### src/hdl/sorted_key_table_core_defines.svh
// ----------------------------------------------------------------------------
// sorted_key_table_core_defines.svh
// Assertion macros for the sorted key table. They expand to nothing in
// synthesis builds.
// ----------------------------------------------------------------------------
`ifndef SORTED_KEY_TABLE_CORE_DEFINES_SVH
`define SORTED_KEY_TABLE_CORE_DEFINES_SVH

`ifndef SYNTHESIS

// Property that must hold at every edge outside reset
`define SKT_ASSERT(label, clk, rst_n, prop) \
    label: assert property (@(posedge clk) disable iff (!rst_n) (prop)) \
        else $error("skt assertion failed");

// Condition in one cycle implies a condition in the next
`define SKT_ASSERT_NEXT(label, clk, rst_n, pre, post) \
    label: assert property (@(posedge clk) disable iff (!rst_n) (pre) |=> (post)) \
        else $error("skt assertion failed");

`else

`define SKT_ASSERT(label, clk, rst_n, prop)
`define SKT_ASSERT_NEXT(label, clk, rst_n, pre, post)

`endif

`endif

### src/hdl/skt_pkg.sv
// ----------------------------------------------------------------------------
// skt_pkg
// Types and constants shared by the sorted key table modules.
// ----------------------------------------------------------------------------
`default_nettype none

package skt_pkg;

    localparam int KEY_W = 32;
    localparam int PAY_W = 64;
    localparam int REQ_W = 3;
    localparam int ENT_W = 5;

    typedef logic [REQ_W-1:0] req_t;

    // Request codes
    localparam req_t REQ_INSERT = 3'd0;
    localparam req_t REQ_REMOVE = 3'd1;
    localparam req_t REQ_LOOKUP = 3'd2;
    localparam req_t REQ_ABSENT = 3'd3;
    localparam req_t REQ_DUMP   = 3'd4;

    // Operation that every cell performs at a clock edge
    typedef enum logic [1:0] {
        CELL_HOLD,
        CELL_INSERT,
        CELL_REMOVE,
        CELL_ROTATE
    } cell_op_t;

    typedef enum logic [1:0] {
        ST_IDLE,
        ST_EXEC,
        ST_DUMP
    } state_t;

    // One table slot
    typedef struct packed {
        logic             valid;
        logic [KEY_W-1:0] key;
        logic [PAY_W-1:0] payload;
    } entry_t;

    // Broadcast from control to every cell
    typedef struct packed {
        cell_op_t         op;
        logic [KEY_W-1:0] key;
        logic [PAY_W-1:0] payload;
    } bcast_t;

    // Status seen by the controller
    typedef struct packed {
        logic in_fire;
        req_t in_req;
        req_t exec_req;
        logic full;
        logic empty;
        logic found;
        logic slot_free;
        logic dump_end;
    } status_t;

    // Commands from the controller
    typedef struct packed {
        logic     in_ready;
        cell_op_t cell_op;
        logic     out_load;
        logic     is_dump;
        logic     dump_step;
    } cmd_t;

endpackage

`default_nettype wire

### src/hdl/skt_cell.sv
// ----------------------------------------------------------------------------
// skt_cell
// One slot of the table: compares its key with the broadcast key and takes
// its next contents from itself, a neighbor, the head or the new entry.
// ----------------------------------------------------------------------------
`default_nettype none

module skt_cell (
    input  wire logic            clk,
    input  wire logic            rst_n,
    input  wire skt_pkg::bcast_t bcast,
    input  wire skt_pkg::entry_t left,
    input  wire logic            left_lt,
    input  wire skt_pkg::entry_t right,
    input  wire skt_pkg::entry_t head,
    output skt_pkg::entry_t      ent,
    output logic                 lt,
    output logic                 eq
);

    logic                      valid_reg;
    logic                      valid_next;
    logic [skt_pkg::KEY_W-1:0] key_reg;
    logic [skt_pkg::KEY_W-1:0] key_next;
    logic [skt_pkg::PAY_W-1:0] pay_reg;
    logic [skt_pkg::PAY_W-1:0] pay_next;

    assign ent = '{valid: valid_reg, key: key_reg, payload: pay_reg};

    // Signed compare against the request key
    assign lt = valid_reg && ($signed(key_reg) < $signed(bcast.key));
    assign eq = valid_reg && (key_reg == bcast.key);

    // Next contents
    always_comb
    begin
        valid_next = valid_reg;
        key_next   = key_reg;
        pay_next   = pay_reg;
        unique case (bcast.op)
            skt_pkg::CELL_HOLD:
            begin
            end
            skt_pkg::CELL_INSERT:
            begin
                // slots at and after the insert point move one to the right
                if (!lt)
                begin
                    if (left_lt)
                    begin
                        valid_next = 1'b1;
                        key_next   = bcast.key;
                        pay_next   = bcast.payload;
                    end
                    else
                    begin
                        valid_next = left.valid;
                        key_next   = left.key;
                        pay_next   = left.payload;
                    end
                end
            end
            skt_pkg::CELL_REMOVE:
            begin
                // slots from the first match on take their right neighbor
                if (!lt)
                begin
                    valid_next = right.valid;
                    key_next   = right.key;
                    pay_next   = right.payload;
                end
            end
            skt_pkg::CELL_ROTATE:
            begin
                // held entries rotate left, the head wraps to the last held slot
                if (valid_reg)
                begin
                    if (right.valid)
                    begin
                        key_next = right.key;
                        pay_next = right.payload;
                    end
                    else
                    begin
                        key_next = head.key;
                        pay_next = head.payload;
                    end
                end
            end
            default:
            begin
            end
        endcase
    end

    // Valid bit
    always_ff @(posedge clk or negedge rst_n)
    begin
        if (!rst_n)
        begin
            valid_reg <= 1'b0;
        end
        else
        begin
            valid_reg <= valid_next;
        end
    end

    // Slot contents
    always_ff @(posedge clk)
    begin
        key_reg <= key_next;
        pay_reg <= pay_next;
    end

endmodule

`default_nettype wire

### config.mk
export PLATFORM = sky130hd
export DESIGN_NAME = skt_cell
export DESIGN_NICKNAME = d
export VERILOG_FILES = /design/src/hdl/sorted_key_table_core_defines.svh /design/src/hdl/skt_pkg.sv /design/src/hdl/skt_cell.sv
export SDC_FILE = /design/constraint.sdc
export NUM_CORES = 1
export LEC_CHECK = 0
export BUFFER_PORTS_ARGS = -buffer_cell sky130_fd_sc_hd__buf_2
export CORE_AREA = 2 2 189 191
export CTS_CLUSTER_DIAMETER = 100
export DETAILED_ROUTE_END_ITERATION = 8
export DIE_AREA = 0 0 191 193
export GPL_TIMING_DRIVEN = 1
export PLACE_DENSITY = 0.45
export SLEW_MARGIN = 25
export SYNTH_ARGS = -nofsm -noshare
export SYNTH_HDL_FRONTEND = slang
export SYNTH_SLANG_ARGS = --single-unit
### constraint.sdc
create_clock -name clk -period 28 [get_ports clk]
set_clock_uncertainty 0.1 [all_clocks]
set_input_delay 1.4 -clock clk [delete_from_list [all_inputs] [get_ports clk]]
set_output_delay 1.4 -clock clk [all_outputs]
set_load 0.03 [all_outputs]
==> After elaboration in Yosys (flattened, before gate mapping) <==
Index checks and enable logic that the tools add are counted.
{ "totals": {"output_inout_bits": 99, "reg_bits": 97, "input_bits": 392, "elab_cells": 33} }
{ "classes": {"reduce_logical": 6, "eq_ne": 7, "mux": 16, "n_lt_le_gt_ge": 1} }
{ "ops": {"columns": ["cell", "count"], "rows": [
  ["64-bit two-way mux", 5],
  ["64-bit case mux with 3 select lines", 1],
  ["32-bit two-way mux", 5],
  ["32-bit case mux with 3 select lines", 1],
  ["32-bit equality test", 1],
  ["32-bit < comparator", 1],
  ["2-bit inequality test, second input constant", 3],
  ["2-bit equality test, second input constant", 2],
  ["4-bit AND reduction", 1],
  ["1-bit two-way mux", 3],
  ["3-bit AND reduction", 1],
  ["3-bit nonzero test", 1],
  ["2-bit by 1-bit equality test with 1-bit output, second input constant", 1],
  ["1-bit logical AND", 2],
  ["1-bit case mux with 2 select lines", 1],
  ["2-bit nonzero test", 1]
]} }

==> Depth between registers and ports, before layout <==
{ "depth": {"depth_word": 4, "mapped_depth": 9, "depth_no_buf": 9} }

==> Worst setup path before layout <==
OpenSTA, ideal clock, no wires.
{ "synth_path": {"path_type": "in2reg", "start": "input port bcast[71] in the netlist's numbering", "end": "register key_reg[0] in the netlist's numbering, enable pin", "t_required_ps": 27232, "path_buffers": 0, "path_slack_ps": 17855, "setup_time_ps": 668, "arrival_time_ps": 9376, "cell_stages": 9, "cell_sequence": "inv_1 ha_1 a21oi_1 nand3_1 a211o_1 o31a_2 nor3_2 a2111oi_2 nor3_1"} }
{ "synth_between": {"elab_chain_cells": 4, "elab_cells_between_ends": 5, "classes_between": "1 x order compare; 2 x eq/ne; 2 x reduce/logical"} }
{ "synth_lines": {"columns": ["element", "line", "text"], "rows": [
  ["start: declaration", "skt_cell.sv:11", "input wire skt_pkg::bcast_t bcast,"],
  ["32-bit < comparator (*)", "skt_cell.sv:31", "assign lt = valid_reg && ($signed(key_reg) < $signed(bcast.key));"],
  ["1-bit logical AND (*)", "skt_cell.sv:31", null],
  ["2-bit inequality test (no source line)", null, null],
  ["4-bit AND reduction (no source line) (*)", null, null],
  ["end signal: assignment", "skt_cell.sv:112", "key_reg <= key_next;"],
  ["end: declaration", "skt_cell.sv:23", "logic [skt_pkg::KEY_W-1:0] key_reg;"]
]} }
Mark *: on every way between the ends. The rest lies on a longest branch, timed or not.
A chain may end at the register's enable or synchronous reset.

==> Worst setup path in the final report <==
{ "layout_path": {"start": "input port bcast[89] in the netlist's numbering", "end": "output port lt"} }
{ "layout_between": {"elab_chain_cells": 2} }
{ "layout_lines": {"columns": ["element", "line", "text"], "rows": [
  ["32-bit < comparator", "skt_cell.sv:31", null],
  ["1-bit logical AND", "skt_cell.sv:31", null],
  ["end: declaration", "skt_cell.sv:17", "output logic lt,"]
]} }
No other way between the ends.

==> run summary <==
Max VDD drop -> 29.8 uV
Power Density -> 59.3 nW/um^2
io pins -> 491
Req. time, crit path -> 26500 ps
routed vias -> 6813
Die Y -> 193 um
wl on met1 -> 10500 um
Ys Warns -> 0
Net Sw Frac -> 0.381
combinational fraction of design power -> 0.386
metal3 WL -> 2460 um
maximum clock frequency -> 0.199 GHz
outcome -> finished, final reports clean
H-tree depth -> 3
final wirelength -> 26700 um
CP max FO -> 2
Max Transition Viols Final -> 0
Critical Path End -> lt
average wire per standard cell -> 16.9 um
share of the yosys chip area belonging to registers -> 0.428
min cycle time layout -> 5010 ps
Cell Count Post-Placement -> 1564
Max Cap Violations -> 0
Layout Nets -> 1538
first-pass GRT wire length -> 37400 um
Bufs on Longest Clock Path -> 2
TritonRoute pass-1 iters -> 6
met2 wire length -> 13500 um
Multi-input gate area -> 3560 um^2
CTS tree -> done
layout cells sized above 1 -> 0.464
asr flop ratio synth -> 0.0103
Root Buffer -> clkbuf_16
Final Hold Viols -> 0
CTS buffer count -> 9
Via density -> 4.31
crit path launch -> bcast[89]
clock network fraction of total power -> 0.245
RSZ-0062 raised after global routing -> no
Worst Hold Class -> in2async
Critical R2R Capture -> key_reg[7]$_DFFE_PP_
row cnt -> 69
global route overflow -> 0
Die W -> 191 um
EDFF count, synth -> 96
register area -> 2910 um^2
P_sw -> 226 uW
hold_buf cts -> 0
worst skew pair latency -> 350 ps
Area growth, synth to finish -> 47.4%
Post-Syn Area per Cell -> 10.3 um^2
Register-to-Register Path Depth -> 9
vias in the first global route -> 6576
largest net degree at the start of global routing -> 111
critical path endpoint category -> output port
Tot GR Track Use -> 0.136
Slew HR -> 0.412
total power -> 594 uW
Final setup viols -> 0
max layer used -> met5
Layout fillers -> 3825
Setup TNS -> 0 ps
Yosys cell types -> 34
Routability Congestion -> 0.755
IO buf count -> 489
Cells after Synth -> 662
Internal Power -> 368 uW
r2r setup slk -> 24480 ps
Post CTS Setup Buffer Count -> 0
total die area -> 36900 um^2
leakage -> 0.00484 uW
clk sink count -> 97
top_reg_cell synth -> edfxtp_1
post-DP HPWL -> 21300 um
flop and latch count out of synthesis -> 97
CP Launch Type -> input pin
Crit path arrival time -> 3510 ps
Starting Density -> 0.194
Final Cycle Share -> 0.179
Post-Layout Cell Count -> 1581
max reg flops -> 64
worst-margin pin slew -> 882 ps
RR Startpoint -> key_reg[25]$_DFFE_PP_
sequential power share -> 0.369
antenna violations before repair -> 5
Final ANT Viol Nets -> 0
clock-pin slew on the worst setup and hold paths -> 70 ps
DRC Markers -> 0
Net Count, Synth -> 1086
Iteration-0 DRC Markers -> 174
kind of critical path -> in2out
core area -> 35000 um^2
Cell Area, Synth -> 6800 um^2
CTS resizes -> 0
worst min-delay path by stage:
stage                     slack [ps]               endpoint  depth (start not counted)                   from
after floorplan                  620  valid_reg$_DFFE_PN0P_                          3  valid_reg$_DFFE_PN0P_
after global placement           770  valid_reg$_DFFE_PN0P_                          3  valid_reg$_DFFE_PN0P_
after detailed placement         790  valid_reg$_DFFE_PN0P_                          3  valid_reg$_DFFE_PN0P_
after CTS                        680  valid_reg$_DFFE_PN0P_                          1                  rst_n
after global routing             680  valid_reg$_DFFE_PN0P_                          1                  rst_n
final                            710  valid_reg$_DFFE_PN0P_                          1                  rst_n
power by group through the flow:
stage / logic, uW / registers, uW / clock network, uW
3_5_place_dp: 235 / 223 / 0
4_1_cts: 235 / 220 / 153
5_1_grt: 249 / 224 / 157
6_report: 229 / 220 / 146
2_1_floorplan: 75.2 / 296 / 0
3_3_place_gp: 234 / 222 / 0
per-stage QoR:
step	worst slack, ps	instance area [um^2]	hold slack (ps)	utilization
floorplan	17860	6800	622	-
global placement	22860	9690	766	0.277
detailed placement	22860	9690	787	0.277
CTS	22850	10000	682	0.287
global route	22750	10000	684	0.287
finish	22990	10000	711	0.287
logic make-up after synthesis:
logic type | after synthesis | share of synthesized area
buffers and inverters | 88 | 0.0500
AND/OR/NAND/NOR | 131 | 0.118
flip-flops | 97 | 0.428
adder cells (fa/ha/maj) | 32 | 0.0589
multiplexers | 96 | 0.141
AO/OA/AOI/OAI | 218 | 0.204
area by class of cell:
cell class | count | area share
diodes | 2 | 0.000499
well taps | 461 | 0.0575
clock inverters | 5 | 0.0105
multi-input cells | 477 | 0.356
inverters | 33 | 0.0124
flip-flops and latches | 97 | 0.290
repair buffers | 496 | 0.251
clock buffers | 10 | 0.0228
per-layer routing:
layer	up-vias	GRT usage
met1	3087	0.152
li1	3418	-
met2	287	0.247
met3	17	0.0463
met4	4	0.0301
met5	-	0
critical path: stages:
cell,delay (ps)
buf_2,120
inv_1,50
ha_1,340
nand4_1,190
nor4_2,370
and4_1,290
o31a_2,200
nor3_2,70
nor3_2,210
buf_2,260
synthesized netlist by cell type (4+ instances only):
master      n  area share
a211oi_1   98        0.11
a21oi_1   106       0.078
buf_1       6      0.0033
buf_2       5      0.0037
clkbuf_1   43       0.024
edfxtp_1   96        0.42
ha_1       32       0.059
inv_1      33       0.018
mux2i_1    96        0.14
nand2_1     5      0.0028
nand3_1     4      0.0029
nand4_1     7      0.0064
nor2_1      7      0.0039
nor2b_1    97       0.089
placed cells by master (no fill, tap or decap), types with 2 or more instances in the layout:
master,count
bufinv_16,3
o211ai_1,2
nor3_2,3
buf_4,7
mux2i_1,96
and4_1,2
a21boi_0,2
nand4_1,7
a211oi_1,98
buf_2,487
a21o_1,2
inv_1,33
clkbuf_16,9
edfxtp_1,96
a21oi_1,106
nor2b_1,97
clkinvlp_4,2
diode_2,2
buf_6,2
a211o_1,2
nor2_1,7
nand3_1,4
nand2_1,5
ha_1,32
Power figures use the tool's default switching activity.
