`config.mk`:
```
export PLATFORM = sky130hd
export DESIGN_NAME = skt_ctrl
export DESIGN_NICKNAME = d
export VERILOG_FILES = /design/src/hdl/sorted_key_table_core_defines.svh /design/src/hdl/skt_pkg.sv /design/src/hdl/skt_ctrl.sv
export SDC_FILE = /design/constraint.sdc
export NUM_CORES = 1
export LEC_CHECK = 0
export BUFFER_PORTS_ARGS = -buffer_cell sky130_fd_sc_hd__buf_4
export CAP_MARGIN = 20
export CORE_AREA = 5 5 42 44
export CTS_BUF_LIST = sky130_fd_sc_hd__clkbuf_8
export DETAILED_ROUTE_END_ITERATION = 7
export DIE_AREA = 0 0 47 49
export HOLD_SLACK_MARGIN = 0.05
export PLACE_DENSITY_LB_ADDON = 0.15
export SLEW_MARGIN = 10
export SYNTH_ARGS = -nofsm -noshare
export SYNTH_HDL_FRONTEND = slang
export SYNTH_SLANG_ARGS = --single-unit
```
`constraint.sdc`:
```
create_clock -name clk -period 1.9 [get_ports clk]
set_input_delay 0.19 -clock clk [delete_from_list [all_inputs] [get_ports clk]]
set_output_delay 0.19 -clock clk [all_outputs]
set_load 0.01 [all_outputs]
```
`src/hdl/sorted_key_table_core_defines.svh`:
```
// ----------------------------------------------------------------------------
// sorted_key_table_core_defines.svh
// Assertion macros for the sorted key table. They expand to nothing in
// synthesis builds.
// ----------------------------------------------------------------------------
`ifndef SORTED_KEY_TABLE_CORE_DEFINES_SVH
`define SORTED_KEY_TABLE_CORE_DEFINES_SVH

`ifndef SYNTHESIS

// Property that must hold at every edge outside reset
`define SKT_ASSERT(label, clk, rst_n, prop) \
    label: assert property (@(posedge clk) disable iff (!rst_n) (prop)) \
        else $error("skt assertion failed");

// Condition in one cycle implies a condition in the next
`define SKT_ASSERT_NEXT(label, clk, rst_n, pre, post) \
    label: assert property (@(posedge clk) disable iff (!rst_n) (pre) |=> (post)) \
        else $error("skt assertion failed");

`else

`define SKT_ASSERT(label, clk, rst_n, prop)
`define SKT_ASSERT_NEXT(label, clk, rst_n, pre, post)

`endif

`endif

```
`src/hdl/skt_pkg.sv`:
```
// ----------------------------------------------------------------------------
// skt_pkg
// Types and constants shared by the sorted key table modules.
// ----------------------------------------------------------------------------
`default_nettype none

package skt_pkg;

    localparam int KEY_W = 32;
    localparam int PAY_W = 64;
    localparam int REQ_W = 3;
    localparam int ENT_W = 5;

    typedef logic [REQ_W-1:0] req_t;

    // Request codes
    localparam req_t REQ_INSERT = 3'd0;
    localparam req_t REQ_REMOVE = 3'd1;
    localparam req_t REQ_LOOKUP = 3'd2;
    localparam req_t REQ_ABSENT = 3'd3;
    localparam req_t REQ_DUMP   = 3'd4;

    // Operation that every cell performs at a clock edge
    typedef enum logic [1:0] {
        CELL_HOLD,
        CELL_INSERT,
        CELL_REMOVE,
        CELL_ROTATE
    } cell_op_t;

    typedef enum logic [1:0] {
        ST_IDLE,
        ST_EXEC,
        ST_DUMP
    } state_t;

    // One table slot
    typedef struct packed {
        logic             valid;
        logic [KEY_W-1:0] key;
        logic [PAY_W-1:0] payload;
    } entry_t;

    // Broadcast from control to every cell
    typedef struct packed {
        cell_op_t         op;
        logic [KEY_W-1:0] key;
        logic [PAY_W-1:0] payload;
    } bcast_t;

    // Status seen by the controller
    typedef struct packed {
        logic in_fire;
        req_t in_req;
        req_t exec_req;
        logic full;
        logic empty;
        logic found;
        logic slot_free;
        logic dump_end;
    } status_t;

    // Commands from the controller
    typedef struct packed {
        logic     in_ready;
        cell_op_t cell_op;
        logic     out_load;
        logic     is_dump;
        logic     dump_step;
    } cmd_t;

endpackage

`default_nettype wire

```
`src/hdl/skt_ctrl.sv`:
```
// ----------------------------------------------------------------------------
// skt_ctrl
// Request sequencer: accepts a beat, runs one update step or streams a
// dump, and paces both against the result register.
// ----------------------------------------------------------------------------
`default_nettype none

module skt_ctrl (
    input  wire logic             clk,
    input  wire logic             rst_n,
    input  wire skt_pkg::status_t status,
    output skt_pkg::cmd_t         cmd
);

    skt_pkg::state_t state_reg;
    skt_pkg::state_t state_next;

    // Next state
    always_comb
    begin
        state_next = state_reg;
        unique case (state_reg)
            skt_pkg::ST_IDLE:
            begin
                if (status.in_fire)
                begin
                    if ((status.in_req == skt_pkg::REQ_DUMP) && !status.empty)
                    begin
                        state_next = skt_pkg::ST_DUMP;
                    end
                    else
                    begin
                        state_next = skt_pkg::ST_EXEC;
                    end
                end
            end
            skt_pkg::ST_EXEC:
            begin
                if (status.slot_free)
                begin
                    state_next = skt_pkg::ST_IDLE;
                end
            end
            skt_pkg::ST_DUMP:
            begin
                if (status.slot_free && status.dump_end)
                begin
                    state_next = skt_pkg::ST_IDLE;
                end
            end
            default:
            begin
                state_next = skt_pkg::ST_IDLE;
            end
        endcase
    end

    // Outputs
    always_comb
    begin
        cmd.in_ready  = 1'b0;
        cmd.cell_op   = skt_pkg::CELL_HOLD;
        cmd.out_load  = 1'b0;
        cmd.is_dump   = 1'b0;
        cmd.dump_step = 1'b0;
        unique case (state_reg)
            skt_pkg::ST_IDLE:
            begin
                cmd.in_ready = 1'b1;
            end
            skt_pkg::ST_EXEC:
            begin
                if (status.slot_free)
                begin
                    cmd.out_load = 1'b1;
                    if ((status.exec_req == skt_pkg::REQ_INSERT) && !status.full)
                    begin
                        cmd.cell_op = skt_pkg::CELL_INSERT;
                    end
                    else if ((status.exec_req == skt_pkg::REQ_REMOVE) && status.found)
                    begin
                        cmd.cell_op = skt_pkg::CELL_REMOVE;
                    end
                end
            end
            skt_pkg::ST_DUMP:
            begin
                cmd.is_dump = 1'b1;
                if (status.slot_free)
                begin
                    cmd.out_load  = 1'b1;
                    cmd.dump_step = 1'b1;
                    cmd.cell_op   = skt_pkg::CELL_ROTATE;
                end
            end
            default:
            begin
            end
        endcase
    end

    always_ff @(posedge clk or negedge rst_n)
    begin
        if (!rst_n)
        begin
            state_reg <= skt_pkg::ST_IDLE;
        end
        else
        begin
            state_reg <= state_next;
        end
    end

endmodule

`default_nettype wire

```
## Word level (Yosys, flattened, before mapping)

Index checks and enable logic that the tools add are counted.

- Eq/ne operators: 7
- Reductions and logical operators: 9
- Muxes and demuxes: 13

Operators by type and width:

| operator | count |
|---|---|
| 2-bit two-way mux | 7 |
| 3-bit two-way mux | 2 |
| 2-bit inequality test (second input constant) | 3 |
| 2-bit case mux with 3 select lines | 1 |
| 3-bit case mux with 2 select lines | 1 |
| 1-bit logical AND | 4 |
| 3-bit by 1-bit == test with 1-bit output (second input constant) | 1 |
| 3-bit == test (second input constant) | 1 |
| 3-bit logical NOT | 1 |
| 3-bit AND reduction | 1 |
| 2-bit by 1-bit == test with 1-bit output (second input constant) | 1 |
| 2-bit == test (second input constant) | 1 |
| 1-bit logical NOT | 2 |
| 2-bit logical NOT | 1 |
| 1-bit two-way mux | 2 |

- Register bits after elaboration: 2
- Input port bits: 14
- Output and inout port bits: 6

## Longest topological paths before layout

- Depth after elaboration: 6
- Mapped depth: 5

## Worst setup path before layout

No wires, ideal clock.

- Path type: reg2reg
- Start point: reg state_reg[0]
- End point: reg state_reg[0]
- Stages on the path, launching flop included: 6
- Arrival time: 1.326 ns
- Path buffers: 0
- Period minus slack after synthesis: 1.451 ns
- Path slack: 0.449 ns
- Library setup time: 0.125 ns
- Cell sequence: dfrtp_1 -> inv_1 -> ha_1 -> inv_1 -> o221ai_2 -> mux2_4

- Cells in the longest elaborated chain, start to end: 3
- Elaborated cells on any way between the ends: 8
- Those cells by class: eq/ne (5); mux (1); reduce/logical (2)

RTL lines:

| element | RTL line | source |
|---|---|---|
| from (decl) | skt_ctrl.sv:15 | `skt_pkg::state_t state_reg;` |
| from (signal assigned) | skt_ctrl.sv:106 | `state_reg <= skt_pkg::ST_IDLE;` |
| from (signal assigned) | skt_ctrl.sv:110 | `state_reg <= state_next;` |
| 2-bit == test (tied with other cells) | skt_ctrl.sv:22 | `unique case (state_reg)` |
| 2-bit inequality test (no line) | - |  |
| 3-bit AND reduction (no line) | - |  |

Parallel ways exist; a longest one is shown, timed or not.
A chain may end at the register's enable or synchronous reset.

==> impl_metrics.env <==
export IMPL_status="completed"
export IMPL_ys_warnings_count=0
export IMPL_vias=256
export IMPL_cts_resized=0
export IMPL_drt_wl_total_um=650
export IMPL_dp_hpwl_um=558
export IMPL_period_minus_slack_ns=1.60
export IMPL_root_buffer="clkbuf_8"
export IMPL_worst_pin_slew_ns=0.270
export IMPL_drive_above_1_share_pct=54.2
export IMPL_layout_cells_non_filler=64
export IMPL_grt_first_pass_wirelength_mm=1.12
export IMPL_slowest_delay_ns=0.36
export IMPL_drt_iter0_drc=3
export IMPL_nNetsFinal=67
export IMPL_synth_cell_types=15
export IMPL_setup_viol=0
export IMPL_timing_setup_tns_ns=0
export IMPL_worst_clock_skew_ns=0.00126
export IMPL_worstSetupPathType="flip-flop to primary output"
export IMPL_fmax_mhz=624
export IMPL_path_delay_family="flip-flops"
export IMPL_h_tree_depth=1
export IMPL_synth_area_per_cell_sq_um=8.81
export IMPL_fill_cells=157
export IMPL_grt_pass1_vias=300
export IMPL_multi_input_area_sq_um=155
export IMPL_drt_first_pass_iters=2
export IMPL_arrival_ns=1.41
export IMPL_ioPinCount=20
export IMPL_antenna_cells=0
export IMPL_fp_dieH_um=49
export IMPL_post_route_period_util_pct=84.3
export IMPL_start_util_pct=15.7
export IMPL_core_area_sq_um=1400
export IMPL_cap_viol_max_count=0
export IMPL_syn_to_final_growth_pct=97.2
export IMPL_ant_nets=0
export IMPL_wl_per_cell_um=10.2
export IMPL_p_per_area_nw_per_um2=1030
export IMPL_cts_tree="done"
export IMPL_path_buf_inv=2
export IMPL_dp_cells=60
export IMPL_cts_buffers=3
export IMPL_critPathMaxFanout=5
export IMPL_slowest_stage="dfrtp_1"
export IMPL_regArea_sq_um=50.0
export IMPL_largest_reg_flops=2
export IMPL_cts_clk_slew_worst_paths_ns=0.03
export IMPL_cp_end_kind="primary output"
export IMPL_gr_total_overflow=0
export IMPL_cts_num_sinks=2
export IMPL_leakagePower_nw=0.219
export IMPL_fp_dieW_um=47
export IMPL_place_congestion=0.646
export IMPL_syn_area_sq_um=220
export IMPL_required_ns=1.71
export IMPL_crit_chain="inv_1, ha_1, and2_2, o21a_1, buf_4"
export IMPL_hold_viol=0
export IMPL_dieArea_sq_um=2300
export IMPL_viasPerCell=4.00
export IMPL_clock_latency_ns=0.21
export IMPL_irDropWorstVdd_mv=0.377
export IMPL_antenna_found_initial=0
export IMPL_cts_path_max_buffers=2
export IMPL_report_final_slew_viol_count=0
export IMPL_hp_class="primary input to flip-flop"
export IMPL_ys_ff_latch=2
export IMPL_grt_setup_unrepaired="false"
export IMPL_relSlewSlack_pct=81.8
export IMPL_synth_nets=42
export IMPL_groute_usage_overall_pct=6.84
export IMPL_io_buffers=19
export IMPL_drc_errors=0
export IMPL_cp_start_kind="flip-flop"
export IMPL_synth_cells=25
export IMPL_row_count=14
export IMPL_grt_max_degree=6
export IMPL_yosysSeqAreaShare_pct=22.7
==> cells in the mapped netlist <==
cell type / n / area share (%)
mux2i_1: 1 / 4.5
dfrtp_1: 2 / 23
o21a_1: 1 / 3.4
inv_1: 4 / 6.8
nor2_1: 4 / 6.8
o221ai_2: 1 / 6.8
mux2_4: 1 / 6.8
o21bai_1: 1 / 3.4
nor4_1: 1 / 2.8
nor4b_2: 1 / 6.8
ha_1: 3 / 17
nand2_1: 2 / 3.4
nand4_1: 1 / 2.8
and2_2: 1 / 3.4
a21oi_1: 1 / 2.3
==> stage by stage <==
| stage | setup slack [ns] | utilization [%] | area (sq um) | power (W) | hold slack, ns |
|---|---|---|---|---|---|
| final | 0.298 | 31.0 | 434 | 0.000448 | 0.270 |
| after global routing | 0.197 | 31.0 | 434 | 0.000490 | 0.292 |
| after CTS | 0.277 | 31.0 | 434 | 0.000462 | 0.275 |
| after detailed placement | 0.408 | 27.3 | 383 | 0.000287 | -0.0268 |
| after global placement | 0.427 | 27.3 | 383 | 0.000288 | -0.0262 |
| after floorplan | 0.449 | - | 220 | 0.000205 | -0.106 |
==> placed cells by master, fill, tap and decap left out <==
master | Yosys | routed
buf_4 | 0 | 19
inv_1 | 4 | 4
nor2_1 | 4 | 4
ha_1 | 3 | 3
clkbuf_8 | 0 | 3
nand2_1 | 2 | 2
dfrtp_1 | 2 | 2
and2_2 | 1 | 1
nand4_1 | 1 | 1
a21oi_1 | 1 | 1
nor4_1 | 1 | 1
o21a_1 | 1 | 1
nor4b_2 | 1 | 1
o21bai_1 | 1 | 1
o221ai_2 | 1 | 1
mux2_4 | 1 | 1
mux2i_1 | 1 | 1
dlygate4sd3_1 | 0 | 1
==> timing repair <==
action	in CTS	in global routing
setup buffers	0	0
hold endpoints to repair	2	0
endpoints found under the setup margin	0	0
hold buffers	1	0
==> report_power, final <==
group	total [W]	internal [W]	switching (W)	leakage, nW
Clock	0.000164	0.000134	0.0000307	0.0216
Sequential	0.0000667	0.0000568	0.00000987	0.0256
Combinational	0.000217	0.000117	0.000100	0.172
Total	0.000448	0.000308	0.000141	0.219
==> worst paths after layout <==
check	start	to	slack, ns	cells past startpoint
min in group asynchronous	rst_n	state_reg[1]$_DFFE_PN0P_	0.29	2
worst max register to register	state_reg[0]$_DFFE_PN0P_	state_reg[0]$_DFFE_PN0P_	0.42	5
worst min-delay path	status[9]	state_reg[1]$_DFFE_PN0P_	0.27	4
max in group asynchronous	rst_n	state_reg[0]$_DFFE_PN0P_	1.52	2
worst max-delay path	state_reg[0]$_DFFE_PN0P_	cmd[3]	0.30	5
worst min register to register	state_reg[0]$_DFFE_PN0P_	state_reg[0]$_DFFE_PN0P_	0.55	1
==> area by class of cell <==
type,instances,area share [%]
clock buffers,3,9.51
flip-flops and latches,2,11.5
inverters,4,3.46
multi-input cells,19,35.7
well taps,16,4.61
repair buffers,20,35.2
==> cells by family after synthesis <==
logic type      share of synthesized area [%]
compound gates                           15.9
buf+inv                                  6.82
simple gates                             26.1
mux                                      11.4
flops                                    22.7
fa+ha+maj                                17.0
==> metal layers <==
metal | track usage (%) | wire, um | vias up
met5 | 0 | 0 | -
met4 | 5.53 | 0 | 0
met3 | 2.95 | 112 | 0
met2 | 10.6 | 305 | 13
met1 | 6.61 | 232 | 110
li1 | - | - | 133
==> worst register-to-register path, delay by kind of cell, from the launching register on <==
| family | cells | cell delay (ns) |
|---|---|---|
| adder cells (fa/ha/maj) | 1 | 0.23 |
| AO/OA/AOI/OAI | 1 | 0.25 |
| buffers and inverters | 2 | 0.18 |
| flip-flops | 1 | 0.38 |
| multiplexers | 1 | 0.33 |
(Power assumes the default switching activity.)
